<file path="src/rtl/core/sacc_pkg.sv">
package sacc_pkg;

	localparam int unsigned DEF_MAX_SETS = 256;
	localparam int unsigned DEF_MAX_WAYS = 8;
	localparam int unsigned ADDR_W       = 32;
	localparam int unsigned TAG_W        = 30;
	localparam int unsigned COST_W       = 17;
	localparam int unsigned CNT_W        = 32;
	localparam int unsigned CYC_W        = 48;
	localparam int unsigned CFG_IDX_W    = 3;
	localparam int unsigned CFG_DATA_W   = 10;

	localparam logic [CFG_IDX_W-1:0] REG_SET_BITS  = 3'd0;
	localparam logic [CFG_IDX_W-1:0] REG_WAYS      = 3'd1;
	localparam logic [CFG_IDX_W-1:0] REG_WORD_BITS = 3'd2;
	localparam logic [CFG_IDX_W-1:0] REG_ALLOC     = 3'd3;
	localparam logic [CFG_IDX_W-1:0] REG_WB        = 3'd4;
	localparam logic [CFG_IDX_W-1:0] REG_LRU       = 3'd5;
	localparam logic [CFG_IDX_W-1:0] REG_MEM_PEN   = 3'd6;
	localparam logic [CFG_IDX_W-1:0] REG_HIT_CYC   = 3'd7;

	localparam logic OP_LOAD  = 1'b0;
	localparam logic OP_STORE = 1'b1;

	// controller -> datapath
	typedef struct packed {
		logic load_in;    // capture input transaction
		logic clr_step;   // clearing pass: write one set of metadata to zero
		logic rd_set;     // read the set memory
		logic compute;    // evaluate lookup, costs, next metadata
		logic commit;     // write tags, metadata and counters, load output register
	} sacc_cmd_t;

	// datapath -> controller
	typedef struct packed {
		logic clr_done;
	} sacc_sts_t;

endpackage

</file>
<file path="src/rtl/core/sacc_ctrl.sv">
module sacc_ctrl (
	input  logic                clk,
	input  logic                arst_n,
	input  logic                s_tvalid,
	output logic                s_tready,
	output logic                m_tvalid,
	input  logic                m_tready,
	output sacc_pkg::sacc_cmd_t cmd,
	input  sacc_pkg::sacc_sts_t sts
);
	import sacc_pkg::*;

	typedef enum logic [2:0] {ST_CLEAR, ST_IDLE, ST_READ, ST_EVAL, ST_COMMIT} state_t;
	state_t state_q;

	// output register free when it is empty or being taken downstream
	logic out_free;
	assign out_free = !m_tvalid || m_tready;

	assign s_tready     = (state_q == ST_IDLE);
	assign cmd.load_in  = s_tready && s_tvalid;
	assign cmd.clr_step = (state_q == ST_CLEAR) && !sts.clr_done;
	assign cmd.rd_set   = (state_q == ST_READ);
	assign cmd.compute  = (state_q == ST_EVAL);
	assign cmd.commit   = (state_q == ST_COMMIT) && out_free;

	always_ff @(posedge clk or negedge arst_n) begin
		if (!arst_n) begin
			state_q  <= ST_CLEAR;
			m_tvalid <= 1'b0;
		end else begin
			// a commit reloads the output; otherwise it holds until taken
			m_tvalid <= cmd.commit || (m_tvalid && !m_tready);
			unique case (state_q)
				ST_CLEAR:  if (sts.clr_done) state_q <= ST_IDLE;
				ST_IDLE:   if (s_tvalid) state_q <= ST_READ;
				ST_READ:   state_q <= ST_EVAL;
				ST_EVAL:   state_q <= ST_COMMIT;
				ST_COMMIT: if (out_free) state_q <= ST_IDLE;
				default:   state_q <= ST_IDLE;
			endcase
		end
	end

endmodule

</file>
<file path="config.mk">
export PLATFORM = sky130hd
export DESIGN_NAME = sacc_ctrl
export DESIGN_NICKNAME = d
export VERILOG_FILES = /design/src/rtl/core/sacc_pkg.sv /design/src/rtl/core/sacc_ctrl.sv
export SDC_FILE = /design/constraint.sdc
export NUM_CORES = 1
export LEC_CHECK = 0
export BUFFER_PORTS_ARGS = -buffer_cell sky130_fd_sc_hd__buf_2
export CORE_AREA = 2 2 39 41
export CTS_CLUSTER_DIAMETER = 150
export DETAILED_ROUTE_END_ITERATION = 8
export DIE_AREA = 0 0 41 43
export PLACE_DENSITY_LB_ADDON = 0.12
export RECOVER_POWER = 50
export SYNTH_ARGS = -nofsm -noshare
export SYNTH_HDL_FRONTEND = slang
export SYNTH_SLANG_ARGS = --single-unit
</file>
<file path="constraint.sdc">
create_clock -name clk -period 2.8 [get_ports clk]
set_input_delay 0.28 -clock clk [delete_from_list [all_inputs] [get_ports clk]]
set_output_delay 0.28 -clock clk [all_outputs]
set_load 0.01 [all_outputs]
</file>
== Word level (Yosys, flattened, before mapping) ==
Index checks and enable logic that the tools add are counted.

* Equal/unequal tests: 7
* Reduce and logical (&&, ||, !) cells: 11
* Mux-type cells: 4

{| class="wikitable"
|+ Operators by type and width
! kind !! number
|-
| $pmux W3 S5 || 1
|-
| $mux W3 || 3
|-
| $eq A3 B2 Y1 const B || 2
|-
| $ne A2 B2 Y1 const B || 3
|-
| $logic_and A1 B1 Y1 || 4
|-
| $eq A3 B1 Y1 const B || 1
|-
| $eq A3 B3 Y1 const B || 1
|-
| $logic_not A1 Y1 || 3
|-
| $logic_not A3 Y1 || 1
|-
| $reduce_and A3 Y1 || 1
|-
| $logic_or A1 B1 Y1 || 2
|}

* Logic and storage cells: 24
* Output and inout port bits: 7
* Register bits: 4
* Bits of input ports: 5

== Depth between registers and ports, before layout ==
* Depth after elaboration: 4
* Depth in mapped cells: 3
* Mapped depth without buffers: 3

== Worst setup path after synthesis ==
No wires, ideal clock.

* Kind: register -> output
* From: reg state_q[1]
* To: out cmd[0] (netlist name)
* Arrival time: 1029 ps
* Cell stages (with the launch flop): 3
* Slack: 1491 ps
* Data required time: 2520 ps
* Path buffers: 0
* Path through: dfrtp_1 or3b_1 and2b_2

{| class="wikitable"
|+ RTL lines
! element !! line !! source
|-
| start: declaration || sacc_ctrl.sv:14 || <nowiki>state_t state_q;</nowiki>
|-
| start signal: assignment || sacc_ctrl.sv:29 || <nowiki>state_q <= ST_CLEAR;</nowiki>
|-
| start signal: assignment || sacc_ctrl.sv:35 || <nowiki>ST_CLEAR: if (sts.clr_done) state_q <= ST_IDLE;</nowiki>
|-
| start signal: assignment || sacc_ctrl.sv:36 || <nowiki>ST_IDLE: if (s_tvalid) state_q <= ST_READ;</nowiki>
|-
| end: declaration || sacc_ctrl.sv:8 || <nowiki>output sacc_pkg::sacc_cmd_t cmd,</nowiki>
|}

==> impl_metrics.toml <==
[layout]
fillCellCount = 159
diodes = 0
nNetsFinal = 41
drive_above_1_share_pct = 44.1
area_delta_synth_final_pct = 53.2
fin_cells = 50

[power]
p_total_uw = 305
switching_share_pct = 36.4
pwr_density_cell_nw_per_um2 = 1010
power.internal_uw = 194
p_switching_uw = 111
seqPwrFrac_pct = 36.9
ir_worst_vdd_mv = 0.330
power_frac_clock_pct = 23.4
p_leak_nw = 0.157
p_comb_share_pct = 39.8

[detailed_routing]
ant_nets = 0
routed_wl_um = 471
drt_pass1_iterations = 4
drt-initial-drc-count = 5
vias = 196
remaining_drc_errors = 0
via_per_inst = 3.92
wl_per_cell_um = 9.42

[grt]
grt_first_pass_wirelength_um = 807
antenna_found_initial = 0
track_usage_pct = 7.46
grt_pass1_vias = 186
grt-ovfl-total = 0
grt_max_degree = 7

[timing]
max_freq_mhz = 592
rsz0062_at_grt = "no"
max_slew.worst_pin.slew_ps = 314
fin_tns_setup_ps = 0
timing.final.crit_share_pct = 60.4
whs_ps = 349
fin_crit_ps = 1690
maxSlewViolCount = 0
hold_viol = 0
setup-violations-final = 0
fin_skew_ps = 2.54
max_slew_margin_pct = 78.8

[clock_network]
h-tree-depth = 1
postCtsResizedCells = 0
cts_tree = "built"
clock_sinks = 4
cts_root_buf = "clkbuf_4"
path_clk_slew_ps = 40
max-clock-path-buffers = 2
cts_buffers = 3
clk-insertion-delay-late_ps = 230
cts_setup_buffers = 0

[setup_path]
worst-endpoint-arrival_ps = 1410
reg2reg_depth = 3
rr_startpoint = "state_q[1]"
crit_fanout = 6
worstSetupStartpointType = "flip-flop"
r2r_setup_slack_ps = 1600
r2r_end = "state_q[0]"
cp-end-kind = "primary output"
critPathRequiredTime_ps = 2520
criticalPathCategory = "reg2out"

[run_status]
outcome = "finished, final reports clean"

[min_path]
hold_class = "in2reg"
hold_start = "m_tready"
hold_path_end = "m_tvalid"
holdPathStages = 3

[floorplan]
std_cell_rows = 14
dieWidth_um = 41
coreArea_um2 = 1380
start_util_pct = 14.3
fp.dieH_um = 43
die_area_um2 = 1760
pin_count = 12

[logic_synthesis]
syn_avg_cell_area_um2 = 10.4
synth_seq_cells = 4
syn_nets = 24
synth_area_um2 = 198
ys_seq_area_share_pct = 50.6
yosysWarnings = 0
syn_inst = 19
synth_cell_type_count = 13

[placed_design]
gp_congestion = 0.680
dp_cells = 46
numPortBuffers = 11

[run]
cap_viol_max_count = 0
## synthesized netlist by cell type
master	count	area [um^2]
and2_1	1	6.26
and2b_2	1	8.76
and3b_2	1	10.0
dfrtp_1	4	100
nand2_1	1	3.75
nand2b_1	1	6.26
nor2_1	2	7.51
nor3_1	1	5.00
nor3b_1	3	22.5
nor4_1	1	6.26
or2_1	1	6.26
or2_2	1	6.26
or3b_1	1	8.76
## how the worst max path moves through the flow
stage                          start  slack [ps]  cells past startpoint      to
after floorplan           state_q[1]        1490                      2  cmd[0]
after global placement    state_q[1]        1350                      3  cmd[0]
after detailed placement  state_q[1]        1350                      3  cmd[0]
after CTS                 state_q[1]        1090                      3  cmd[0]
after global routing      state_q[1]        1040                      3  cmd[0]
final                     state_q[1]        1110                      3  cmd[0]
## metal layers
metal / global-route usage, % / part of all wire [%]
met5: 0 / 0
met4: 4.00 / 0
met3: 6.28 / 7.9
met2: 8.75 / 46
met1: 9.12 / 46
## cells in the final DEF, fill, tap and decap left out
cell type and count:
buf_2 9, dfrtp_1 4, nor3b_1 3, clkbuf_4 3
nor2_1 2, clkbuf_1 2, and3b_2 1, or3b_1 1
nand2b_1 1, and2b_2 1, nand2_1 1, and2_0 1
nor4_1 1, or2_1 1, nor3_1 1, or2_2 1
dlygate4sd3_1 1
## area by class of cell
cell class	count	area [um^2]	share of cell area [%]
multi-input cells	15	97.6	32.2
repair buffers	12	62.6	20.7
well taps	16	20.0	6.61
flip-flops and latches	4	100	33.1
clock buffers	3	22.5	7.44
## critical path, cell delays in order, from the launching register on
cell	delay [ps]
dfrtp_1	430
or3b_1	420
and2b_2	220
buf_2	120
## cells by family after synthesis
| group | after synthesis | synth area share, % |
|---|---|---|
| AND/OR/NAND/NOR | 15 | 49.4 |
| flip-flops | 4 | 50.6 |
## per-stage QoR
stage	setup slack (ps)	cell area (um^2)	util [%]
2_1_floorplan	1490	198	-
3_3_place_gp	1350	273	19.7
3_5_place_dp	1350	273	19.7
4_1_cts	1090	305	22.1
5_1_grt	1040	303	21.9
6_report	1110	303	21.9
## registers in the layout, summed over array words and instances, names as in the netlist
signal    cells
state_q       3
m_tvalid      1
## what timing repair did
item | in CTS | in global routing
hold endpoints to repair | 4 | 0
hold buffers | 1 | 0
endpoints found under the setup margin | 0 | 0
## power groups by stage
stage | logic [mW] | registers, mW | clock network (mW)
floorplan | 0.0772 | 0.106 | 0
finish | 0.121 | 0.112 | 0.0712
global placement | 0.125 | 0.113 | 0
detailed placement | 0.125 | 0.114 | 0
global route | 0.138 | 0.118 | 0.0821
CTS | 0.127 | 0.113 | 0.0760
(Power assumes the default switching activity.)
